## src/design/drc_pkg.sv

```systemverilog
`default_nettype none
package drc_pkg;

    // sequencer states
    typedef enum logic [4:0] {
        S_IDLE,
        S_NORM,
        S_SQ_ISSUE,
        S_SQ_TAKE,
        S_LVL_ISSUE,
        S_LVL_TAKE,
        S_NT_PREP,
        S_NT_ISSUE,
        S_NT_TAKE,
        S_SM1,
        S_SM2,
        S_SM_TAKE,
        S_TOTAL,
        S_EXP_ISSUE,
        S_EXP_TAKE,
        S_POW,
        S_POW_TAKE,
        S_OUT_ISSUE,
        S_OUT_TAKE,
        S_SAT
    } state_t;

    // register indexes
    localparam int CFG_IDX_W = 3;
    localparam logic [CFG_IDX_W-1:0] REG_THRESHOLD = 3'd0;
    localparam logic [CFG_IDX_W-1:0] REG_SLOPE     = 3'd1;
    localparam logic [CFG_IDX_W-1:0] REG_ATTACK    = 3'd2;
    localparam logic [CFG_IDX_W-1:0] REG_RELEASE   = 3'd3;
    localparam logic [CFG_IDX_W-1:0] REG_MAKEUP    = 3'd4;

    // reset values
    localparam logic [15:0] THRESHOLD_RST = 16'hEC00;
    localparam logic [15:0] SLOPE_RST     = 16'd49152;
    localparam logic [15:0] ATTACK_RST    = 16'd65400;
    localparam logic [15:0] RELEASE_RST   = 16'd65522;
    localparam logic [13:0] MAKEUP_RST    = 14'd0;

    // arithmetic constants
    localparam logic [31:0] LVL_SCALE = 32'd394566;     // 20*log10(2), Q16
    localparam logic [31:0] EXP_SCALE = 32'd10885;      // log2(10)/20, Q16
    localparam logic [31:0] EXP_BIAS  = 32'd180191360;  // 2^29 - 32768*10885 + 128
    localparam logic signed [17:0] LVL_FLOOR = -18'sd25600;

    typedef struct packed {
        logic signed [15:0] thresh_lvl;
        logic [15:0]        gain_slope;
        logic [15:0]        atk_coef;
        logic [15:0]        rel_coef;
        logic signed [13:0] makeup_db;
    } cfg_t;

    // 2^(2^-(k+1)) in Q30
    function automatic logic [31:0] pow2_frac(input logic [3:0] k);
        logic [31:0] r;
        case (k)
            4'd0:    r = 32'd1518500250;
            4'd1:    r = 32'd1276901417;
            4'd2:    r = 32'd1170923762;
            4'd3:    r = 32'd1121280436;
            4'd4:    r = 32'd1097253708;
            4'd5:    r = 32'd1085434106;
            4'd6:    r = 32'd1079572136;
            4'd7:    r = 32'd1076653033;
            4'd8:    r = 32'd1075196443;
            4'd9:    r = 32'd1074468888;
            4'd10:   r = 32'd1074105294;
            4'd11:   r = 32'd1073923544;
            4'd12:   r = 32'd1073832680;
            4'd13:   r = 32'd1073787251;
            4'd14:   r = 32'd1073764537;
            default: r = 32'd1073753181;
        endcase
        return r;
    endfunction

endpackage
`default_nettype wire

```

## src/design/drc_mul.sv

```systemverilog
`default_nettype none
// shared 32x32 multiplier, product registered
module drc_mul (
    input  wire logic        clk,
    input  wire logic [31:0] op_a,
    input  wire logic [31:0] op_b,
    output logic [63:0]      prod_reg
);

    logic [63:0] prod_next;

    assign prod_next = {32'd0, op_a} * {32'd0, op_b};

    always_ff @(posedge clk)
    begin
        prod_reg <= prod_next;
    end

endmodule
`default_nettype wire

```

## src/design/drc_cfg.sv

```systemverilog
`default_nettype none
// configuration register file
module drc_cfg (
    input  wire logic                          clk,
    input  wire logic                          rst_n,
    input  wire logic                          wr_en,
    input  wire logic [drc_pkg::CFG_IDX_W-1:0] wr_index,
    input  wire logic [15:0]                   wr_data,
    output drc_pkg::cfg_t                      cfg_reg
);

    drc_pkg::cfg_t cfg_next;

    // register decode
    always_comb
    begin
        cfg_next = cfg_reg;
        if (wr_en)
        begin
            unique case (wr_index)
                drc_pkg::REG_THRESHOLD: cfg_next.thresh_lvl = wr_data;
                drc_pkg::REG_SLOPE:     cfg_next.gain_slope = wr_data;
                drc_pkg::REG_ATTACK:    cfg_next.atk_coef   = wr_data;
                drc_pkg::REG_RELEASE:   cfg_next.rel_coef   = wr_data;
                drc_pkg::REG_MAKEUP:    cfg_next.makeup_db  = wr_data[13:0];
                default:                cfg_next = cfg_reg;
            endcase
        end
    end

    always_ff @(posedge clk or negedge rst_n)
    begin
        if (!rst_n)
        begin
            cfg_reg.thresh_lvl <= drc_pkg::THRESHOLD_RST;
            cfg_reg.gain_slope <= drc_pkg::SLOPE_RST;
            cfg_reg.atk_coef   <= drc_pkg::ATTACK_RST;
            cfg_reg.rel_coef   <= drc_pkg::RELEASE_RST;
            cfg_reg.makeup_db  <= drc_pkg::MAKEUP_RST;
        end
        else
        begin
            cfg_reg <= cfg_next;
        end
    end

endmodule
`default_nettype wire

```

## src/design/dynamic_range_compressor_core.sv

```systemverilog
// a new word is taken only in idle, after the last has reached the output register;
// a silent word skips the normalise and log steps
// the single shared 32x32 multiplier carries 16 log squarings, the level scale, the
// slope product, smoother, up to 16 exp steps and the output scaling
// reset: envelope to 0 dB, config registers to their defaults, no clearing pass
`default_nettype none
module dynamic_range_compressor_core #(
    parameter int SAMPLE_WIDTH = 16
) (
    input  wire logic                          clk,
    input  wire logic                          rst_n,
    input  wire logic                          in_valid,
    output logic                               in_ready,
    input  wire logic signed [SAMPLE_WIDTH-1:0] sample_in,
    output logic                               out_valid,
    input  wire logic                          out_ready,
    output logic signed [SAMPLE_WIDTH-1:0]     sample_out,
    output logic signed [15:0]                 applied_gain_db,
    input  wire logic                          cfg_valid,
    output logic                               cfg_ready,
    input  wire logic [drc_pkg::CFG_IDX_W-1:0] cfg_index,
    input  wire logic [15:0]                   cfg_data
);

    localparam int W = SAMPLE_WIDTH;
    localparam int FLOOR_LIM = ((1 << (W - 1)) + 99999) / 100000;

    drc_pkg::state_t state_reg, state_next;
    drc_pkg::cfg_t   cfg;

    logic [W-1:0]        a_reg, a_next;
    logic                neg_reg, neg_next;
    logic [31:0]         m_reg, m_next;
    logic [4:0]          s_reg, s_next;
    logic [15:0]         frac_reg, frac_next;
    logic [3:0]          cnt_reg, cnt_next;
    logic signed [17:0]  lvl_reg, lvl_next;
    logic [16:0]         diff_reg, diff_next;
    logic [31:0]         nt_reg, nt_next;
    logic [15:0]         coef_reg, coef_next;
    logic [47:0]         acc_reg, acc_next;
    logic [31:0]         env_reg, env_next;
    logic signed [15:0]  total_reg, total_next;
    logic [15:0]         f_reg, f_next;
    logic [5:0]          sh_reg, sh_next;
    logic [31:0]         g_reg, g_next;
    logic [45:0]         mag_reg, mag_next;
    logic                out_valid_reg, out_valid_next;
    logic [W-1:0]        sample_out_reg, sample_out_next;
    logic [15:0]         gain_out_reg, gain_out_next;

    logic [31:0]         op_a, op_b;
    logic [63:0]         prod;

    logic [W-1:0]        in_abs;
    logic [32:0]         sq_t;
    logic [41:0]         lvl_sum;
    logic signed [17:0]  d;
    logic [63:0]         sm_sum;
    logic [32:0]         ne_round;
    logic signed [17:0]  tot;
    logic [31:0]         wv;
    logic [63:0]         pw_sum;
    logic [63:0]         out_sum;
    logic [63:0]         out_shift;
    logic [45:0]         lim;
    logic [45:0]         mag_c;
    logic [W-1:0]        mag_w;

    drc_cfg u_cfg (
        .clk      (clk),
        .rst_n    (rst_n),
        .wr_en    (cfg_valid),
        .wr_index (cfg_index),
        .wr_data  (cfg_data),
        .cfg_reg  (cfg)
    );

    drc_mul u_mul (
        .clk      (clk),
        .op_a     (op_a),
        .op_b     (op_b),
        .prod_reg (prod)
    );

    assign cfg_ready       = 1'b1;
    assign in_ready        = (state_reg == drc_pkg::S_IDLE);
    assign out_valid       = out_valid_reg;
    assign sample_out      = sample_out_reg;
    assign applied_gain_db = gain_out_reg;

    // magnitude of the incoming word
    assign in_abs = sample_in[W-1] ? (~sample_in + 1'b1) : sample_in;

    // datapath terms
    assign sq_t      = prod[63:31];
    assign lvl_sum   = prod[41:0] + (42'd1 << 23);
    assign d         = lvl_reg - {{2{cfg.thresh_lvl[15]}}, cfg.thresh_lvl};
    assign sm_sum    = {16'd0, acc_reg} + prod + 64'd32768;
    assign ne_round  = {1'b0, env_reg} + 33'd32768;
    assign tot       = {{4{cfg.makeup_db[13]}}, cfg.makeup_db} - {1'b0, ne_round[32:16]};
    assign wv        = prod[31:0] + drc_pkg::EXP_BIAS;
    assign pw_sum    = prod + (64'd1 << 29);
    assign out_sum   = prod + (64'd1 << (sh_reg - 6'd1));
    assign out_shift = out_sum >> sh_reg;
    assign lim       = (46'd1 << (W - 1)) - {45'd0, ~neg_reg};
    assign mag_c     = (mag_reg > lim) ? lim : mag_reg;
    assign mag_w     = mag_c[W-1:0];

    // multiplier operand select
    always_comb
    begin
        op_a = 32'd0;
        op_b = 32'd0;
        unique case (state_reg)
            drc_pkg::S_SQ_ISSUE:
            begin
                op_a = m_reg;
                op_b = m_reg;
            end
            drc_pkg::S_LVL_ISSUE:
            begin
                op_a = 32'({s_reg, 16'd0} - {5'd0, frac_reg});
                op_b = drc_pkg::LVL_SCALE;
            end
            drc_pkg::S_NT_ISSUE:
            begin
                op_a = 32'(diff_reg);
                op_b = 32'(cfg.gain_slope);
            end
            drc_pkg::S_SM1:
            begin
                op_a = (nt_reg > env_reg) ? 32'(cfg.atk_coef) : 32'(cfg.rel_coef);
                op_b = env_reg;
            end
            drc_pkg::S_SM2:
            begin
                op_a = 32'(17'h10000 - {1'b0, coef_reg});
                op_b = nt_reg;
            end
            drc_pkg::S_EXP_ISSUE:
            begin
                op_a = {16'd0, ~total_reg[15], total_reg[14:0]};
                op_b = drc_pkg::EXP_SCALE;
            end
            drc_pkg::S_POW:
            begin
                op_a = g_reg;
                op_b = drc_pkg::pow2_frac(cnt_reg);
            end
            drc_pkg::S_OUT_ISSUE:
            begin
                op_a = 32'(a_reg);
                op_b = g_reg;
            end
            default:
            begin
                op_a = 32'd0;
                op_b = 32'd0;
            end
        endcase
    end

    // sequencer
    always_comb
    begin
        state_next      = state_reg;
        a_next          = a_reg;
        neg_next        = neg_reg;
        m_next          = m_reg;
        s_next          = s_reg;
        frac_next       = frac_reg;
        cnt_next        = cnt_reg;
        lvl_next        = lvl_reg;
        diff_next       = diff_reg;
        nt_next         = nt_reg;
        coef_next       = coef_reg;
        acc_next        = acc_reg;
        env_next        = env_reg;
        total_next      = total_reg;
        f_next          = f_reg;
        sh_next         = sh_reg;
        g_next          = g_reg;
        mag_next        = mag_reg;
        out_valid_next  = out_valid_reg && !out_ready;
        sample_out_next = sample_out_reg;
        gain_out_next   = gain_out_reg;

        unique case (state_reg)
            drc_pkg::S_IDLE:
            begin
                if (in_valid)
                begin
                    a_next    = in_abs;
                    neg_next  = sample_in[W-1];
                    m_next    = {in_abs, {(32 - W){1'b0}}};
                    s_next    = 5'd0;
                    frac_next = 16'd0;
                    cnt_next  = 4'd0;
                    if (in_abs < W'(FLOOR_LIM))
                    begin
                        lvl_next   = drc_pkg::LVL_FLOOR;
                        state_next = drc_pkg::S_NT_PREP;
                    end
                    else
                    begin
                        state_next = drc_pkg::S_NORM;
                    end
                end
            end
            // normalise one bit a cycle
            drc_pkg::S_NORM:
            begin
                if (m_reg[31])
                begin
                    state_next = drc_pkg::S_SQ_ISSUE;
                end
                else
                begin
                    m_next = {m_reg[30:0], 1'b0};
                    s_next = s_reg + 5'd1;
                end
            end
            drc_pkg::S_SQ_ISSUE:
            begin
                state_next = drc_pkg::S_SQ_TAKE;
            end
            // one log2 fraction bit per squaring
            drc_pkg::S_SQ_TAKE:
            begin
                frac_next = {frac_reg[14:0], sq_t[32]};
                m_next    = sq_t[32] ? sq_t[32:1] : sq_t[31:0];
                cnt_next  = cnt_reg + 4'd1;
                if (cnt_reg == 4'd15)
                begin
                    state_next = drc_pkg::S_LVL_ISSUE;
                end
                else
                begin
                    state_next = drc_pkg::S_SQ_ISSUE;
                end
            end
            drc_pkg::S_LVL_ISSUE:
            begin
                state_next = drc_pkg::S_LVL_TAKE;
            end
            drc_pkg::S_LVL_TAKE:
            begin
                lvl_next   = 18'sd0 - $signed({1'b0, lvl_sum[40:24]});
                state_next = drc_pkg::S_NT_PREP;
            end
            // overshoot above threshold
            drc_pkg::S_NT_PREP:
            begin
                diff_next = d[16:0];
                if (!d[17] && (d != 18'sd0))
                begin
                    state_next = drc_pkg::S_NT_ISSUE;
                end
                else
                begin
                    nt_next    = 32'd0;
                    state_next = drc_pkg::S_SM1;
                end
            end
            drc_pkg::S_NT_ISSUE:
            begin
                state_next = drc_pkg::S_NT_TAKE;
            end
            drc_pkg::S_NT_TAKE:
            begin
                nt_next    = prod[31:0];
                state_next = drc_pkg::S_SM1;
            end
            // smoother, attack when the target attenuation is larger
            drc_pkg::S_SM1:
            begin
                coef_next  = (nt_reg > env_reg) ? cfg.atk_coef : cfg.rel_coef;
                state_next = drc_pkg::S_SM2;
            end
            drc_pkg::S_SM2:
            begin
                acc_next   = prod[47:0];
                state_next = drc_pkg::S_SM_TAKE;
            end
            drc_pkg::S_SM_TAKE:
            begin
                env_next   = sm_sum[47:16];
                state_next = drc_pkg::S_TOTAL;
            end
            // total gain with makeup, saturated
            drc_pkg::S_TOTAL:
            begin
                if (tot < -18'sd32768)
                begin
                    total_next = 16'sh8000;
                end
                else if (tot > 18'sd32767)
                begin
                    total_next = 16'sh7FFF;
                end
                else
                begin
                    total_next = tot[15:0];
                end
                state_next = drc_pkg::S_EXP_ISSUE;
            end
            drc_pkg::S_EXP_ISSUE:
            begin
                state_next = drc_pkg::S_EXP_TAKE;
            end
            drc_pkg::S_EXP_TAKE:
            begin
                f_next     = wv[23:8];
                sh_next    = 6'd62 - wv[29:24];
                g_next     = 32'd1 << 30;
                cnt_next   = 4'd0;
                state_next = drc_pkg::S_POW;
            end
            // exp: one fraction bit per step, multiply only where set
            drc_pkg::S_POW:
            begin
                if (f_reg[15])
                begin
                    state_next = drc_pkg::S_POW_TAKE;
                end
                else
                begin
                    f_next   = {f_reg[14:0], 1'b0};
                    cnt_next = cnt_reg + 4'd1;
                    if (cnt_reg == 4'd15)
                    begin
                        state_next = drc_pkg::S_OUT_ISSUE;
                    end
                end
            end
            drc_pkg::S_POW_TAKE:
            begin
                g_next   = pw_sum[61:30];
                f_next   = {f_reg[14:0], 1'b0};
                cnt_next = cnt_reg + 4'd1;
                if (cnt_reg == 4'd15)
                begin
                    state_next = drc_pkg::S_OUT_ISSUE;
                end
                else
                begin
                    state_next = drc_pkg::S_POW;
                end
            end
            drc_pkg::S_OUT_ISSUE:
            begin
                state_next = drc_pkg::S_OUT_TAKE;
            end
            drc_pkg::S_OUT_TAKE:
            begin
                mag_next   = out_shift[45:0];
                state_next = drc_pkg::S_SAT;
            end
            // saturate and hand over once the output register is free
            drc_pkg::S_SAT:
            begin
                if (!out_valid_reg || out_ready)
                begin
                    sample_out_next = neg_reg ? (~mag_w + 1'b1) : mag_w;
                    gain_out_next   = total_reg;
                    out_valid_next  = 1'b1;
                    state_next      = drc_pkg::S_IDLE;
                end
            end
            default:
            begin
                state_next = drc_pkg::S_IDLE;
            end
        endcase
    end

    // control state
    always_ff @(posedge clk or negedge rst_n)
    begin
        if (!rst_n)
        begin
            state_reg     <= drc_pkg::S_IDLE;
            out_valid_reg <= 1'b0;
            env_reg       <= 32'd0;
        end
        else
        begin
            state_reg     <= state_next;
            out_valid_reg <= out_valid_next;
            env_reg       <= env_next;
        end
    end

    // working registers
    always_ff @(posedge clk)
    begin
        a_reg          <= a_next;
        neg_reg        <= neg_next;
        m_reg          <= m_next;
        s_reg          <= s_next;
        frac_reg       <= frac_next;
        cnt_reg        <= cnt_next;
        lvl_reg        <= lvl_next;
        diff_reg       <= diff_next;
        nt_reg         <= nt_next;
        coef_reg       <= coef_next;
        acc_reg        <= acc_next;
        total_reg      <= total_next;
        f_reg          <= f_next;
        sh_reg         <= sh_next;
        g_reg          <= g_next;
        mag_reg        <= mag_next;
        sample_out_reg <= sample_out_next;
        gain_out_reg   <= gain_out_next;
    end

`ifndef NO_ASSERTIONS
    // an accepted word always starts the sequencer
    a_start: assert property (@(posedge clk) disable iff (!rst_n)
        (in_valid && in_ready) |=> (state_reg != drc_pkg::S_IDLE))
        else $error("sequencer did not start");

    // linear gain stays within one octave above unity
    a_gain: assert property (@(posedge clk) disable iff (!rst_n)
        (state_reg == drc_pkg::S_OUT_ISSUE) |-> (g_reg[31:30] == 2'b01))
        else $error("linear gain out of range");

    // output shift stays within the saturated gain range
    a_shift: assert property (@(posedge clk) disable iff (!rst_n)
        (state_reg == drc_pkg::S_OUT_TAKE) |-> (sh_reg >= 6'd9 && sh_reg <= 6'd52))
        else $error("output shift out of range");

    // a new word only appears from the saturation step
    a_load: assert property (@(posedge clk) disable iff (!rst_n)
        $rose(out_valid) |-> ($past(state_reg) == drc_pkg::S_SAT))
        else $error("output loaded outside saturation step");
`endif

endmodule
`default_nettype wire
```

## config.mk

```make
export PLATFORM = sky130hd
export DESIGN_NAME = dynamic_range_compressor_core
export DESIGN_NICKNAME = d
export VERILOG_FILES = /design/src/design/drc_pkg.sv /design/src/design/drc_mul.sv /design/src/design/drc_cfg.sv /design/src/design/dynamic_range_compressor_core.sv
export SDC_FILE = /design/constraint.sdc
export NUM_CORES = 2
export LEC_CHECK = 0
export ABC_AREA = 1
export ABC_CLOCK_PERIOD_IN_PS = 22700
export BUFFER_PORTS_ARGS = -buffer_cell sky130_fd_sc_hd__buf_4
export CAP_MARGIN = 20
export CORE_AREA = 2 2 413 415
export DETAILED_ROUTE_END_ITERATION = 10
export DIE_AREA = 0 0 415 417
export GPL_TIMING_DRIVEN = 0
export PLACE_DENSITY = 0.6
export SLEW_MARGIN = 20
export SYNTH_ARGS = -nofsm -noshare
export SYNTH_HDL_FRONTEND = slang
export SYNTH_SLANG_ARGS = --single-unit
```

## constraint.sdc

```tcl
create_clock -name clk -period 22.7 [get_ports clk]
set_clock_uncertainty 0.2 [all_clocks]
set_input_delay 0 -clock clk [delete_from_list [all_inputs] [get_ports clk]]
set_output_delay 0 -clock clk [all_outputs]
set_load 0.03 [all_outputs]
```

==> run metrics <==
clock latency on the worst-skew pair=0.72 ns; Max stage delay cell, worst path=fa_1; Startpoint Class=flop; Hold Crit Depth=4; IO Pins=75; Area Growth Syn to Fin=9.13%; total number of vias=72200; CTS H-Tree Depth=3; CTS tree=yes; WL met2=149 mm; CP delay by family, top=adder cells; maxcap violations=0; Final Cycle Share=52.1%; Flop pwr share=15.7%; pwr dens=144 nW/µm²; Fin Setup TNS=0 ns; reg-to-reg endpoint=u_mul.prod_reg[35]; combinational power share=74.7%; initial core utilization=44.9%; Fill cells=16900; CTS Sinks=562; beginning of the worst hold path=cfg_data[15]; Hold Crit Endpoint=u_cfg.cfg_reg[77]; worst-margin pin slew=1.26 ns; Largest register FFs=78; library cells used by synthesis=79; Sw Ratio=59.9%; Clock Path Buffers=3; fraction of layout cells with a size suffix above 1=6.05%; Overflow after GRT=0; core area=169000 µm²; VDD IR max=0.169 mV; YS warnings=0; Slew headroom=15.9%; Crit path required time=23.09 ns; Clk pin slew, worst setup/hold paths=0.06 ns; syn_nets=11400; net switching power figure=7.12 mW; worst path arrival time=12.23 ns; hold_ws=0.0461 ns; All-Layer GR Usage=40.5%; first-pass GRT wire length=501 mm; DR vias/cell=5.79; met3 wire length=36.3 mm; CTS root buf=clkbuf_16; Die Width=415 µm; fmax=84.5 MHz; final instance area=82500 µm²; P_int=4.77 mW; Mapped Cells=9964; final setup vio count=0; Clk pwr share=9.7%; synthesized area=75600 µm²; Async SR Flop Fraction=20.6%; EDFF count, synth=353; post-CTS setup buffers=0; DR WL/cell=28.3 µm; post-synthesis sequential area ratio=20.4%; Mean Syn Cell Area=7.59 µm²; PortBufs=73; die area=173000 µm²; pin count of the biggest net entering global routing=70; Max FO, Critical Path=10; most common flop cell mapped by yosys=edfxtp_1; Rows=151; Crit. End Element=flop; Crit Path Category=reg2reg; antenna violations before repair=9; vias in the first global route=71200; DRC=0; P_leak=41.5 nW; status=complete, no violations; DR top layer=met5; final hold vios=0; worst path buffer plus inverter count=8; Tmin final=11.84 ns; reg2reg start=env_reg[28]; clock buffers created by TritonCTS=68; Worst Reg-to-Reg Cells=36; RSZ-0062 raised after global routing=no; Metal-1 WL=144 mm; synthesis-stage register bit count=562; Final Max Slew Viols=0; Final nets=11700; flop-to-flop setup slack=10.86 ns; drt total wl=353 mm; Critical Path Most Common Cell=fa_1; Multi-input gate area=51000 µm²; DP Area=79500 µm²; die height=417 µm; max incr delay on CP=0.70 ns; GPL Wtd Cong=1.04; Seq. cell area=15400 µm²; hpwl dp=297 mm; initial drt markers=8432; Final Util=49.0%; Hold Path Class=in2reg; DRT Pass-1 Iters=9; Routed Antenna Nets=0
==> layout make-up <==
type,instances,share of cell area [%]
multi-input cells,6993,61.8
well taps,2218,3.36
plain buffers,367,2.02
repair buffers,169,1.98
clock buffers,90,2.30
clock inverters,36,0.505
inverters,2042,9.29
diodes,11,0.0334
flip-flops and latches,562,18.7
==> worst max path at each step <==
| stage | to | slack [ns] | from | cells after the start |
|---|---|---|---|---|
| 6_report | u_mul.prod_reg[35] | 10.86 | env_reg[28] | 36 |
| 5_1_grt | u_mul.prod_reg[35] | 10.37 | env_reg[28] | 36 |
| 4_1_cts | u_mul.prod_reg[35] | 11.28 | env_reg[31] | 36 |
| 3_5_place_dp | u_mul.prod_reg[35] | 11.34 | env_reg[31] | 36 |
| 3_3_place_gp | u_mul.prod_reg[59] | 10.99 | state_reg[4] | 32 |
| 2_1_floorplan | u_mul.prod_reg[35] | 14.10 | nt_reg[9] | 39 |
==> per-stage QoR <==
step | setup WS (ns) | total power, mW | cells
5_1_grt | 10.37 | 12.6 | 12500
3_3_place_gp | 10.99 | 10.3 | 12300
2_1_floorplan | 14.10 | 6.76 | 9964
4_1_cts | 11.28 | 11.6 | 12500
6_report | 10.86 | 11.9 | 12500
3_5_place_dp | 11.34 | 10.4 | 12300
==> routing by layer <==
metal  vias up  GRT usage (%)
met5         -              0
met4        12           22.7
met3       866           9.21
met2      3952           60.5
met1     35600           54.3
li1      31800              -
==> cell families after synthesis <==
family / after synthesis / synth area share [%]
DFF: 562 / 20.4
AOI/OAI and AO/OA: 1258 / 9.38
xor gates and xnor gates: 179 / 2.08
buffers and inverters: 2409 / 12.3
and+or+nand+nor: 4135 / 23.4
adders and majority gates: 1420 / 32.4
other: 1 / 0.00496
==> what timing repair did <==
action / 4_1_cts / 5_1_grt
resized for setup: 0 / 0
hold endpoints to repair: 270 / 0
hold buffers: 65 / 0
==> cell usage after synthesis (36+ instances only) <==
cell      number  share of area (%)
nand2_1     2397                 12
inv_1       1993                9.9
fa_1         899                 24
nand3_1      738                4.9
nor2_1       633                3.1
a21oi_1      632                4.2
ha_1         521                8.6
o21ai_0      354                2.3
edfxtp_1     353                 14
clkbuf_1     157               0.78
buf_2        139               0.92
xor2_1       115                1.3
dfxtp_1       93                2.5
dfrtp_1       84                2.8
nor3_1        70               0.46
nand4_1       65               0.54
xnor2_1       63               0.73
a31oi_1       62               0.51
buf_1         49               0.24
nor4_1        45               0.37
nand2_2       39               0.32
or2_2         36               0.30
==> layout by cell type, fill, tap and decap left out, types with 15 or more instances in the layout <==
cell type / instances
nand2_1: 2395
edfxtp_1: 353
clkbuf_16: 69
inv_2: 32
buf_1: 49
clkinv_1: 21
buf_4: 97
o21ai_0: 354
a21o_1: 16
nand2_2: 41
a21oi_1: 632
ha_1: 521
nor4_1: 38
dfstp_2: 32
xnor2_1: 63
nor3_1: 69
inv_1: 1993
dfrtp_1: 84
a221oi_1: 16
dfxtp_1: 93
buf_2: 141
o211ai_1: 25
fa_1: 899
xor2_1: 115
o21a_1: 15
clkbuf_1: 169
nand4_1: 65
nor2_1: 628
nor2_2: 22
nand3_1: 738
buf_6: 16
dlygate4sd3_1: 64
a31oi_1: 62
or2_2: 36
==> worst reg2reg max path: cells and delay by family, from the launching register on <==
family / cells / cell delay, ns
flip-flops: 1 / 0.59
adder cells (fa/ha/maj): 10 / 4.96
XOR/XNOR: 1 / 0.29
AND/OR/NAND/NOR: 9 / 2.65
buffers and inverters: 8 / 1.21
AO/OA/AOI/OAI: 8 / 1.79
==> power by group through the flow <==
stage	clock network [mW]	registers [mW]	logic (mW)
finish	1.15	1.86	8.88
global route	1.20	1.86	9.49
CTS	1.16	1.84	8.63
detailed placement	0	1.86	8.55
global placement	0	1.86	8.47
floorplan	0	1.62	5.14
Note: power is estimated with default switching activity, not from simulation.
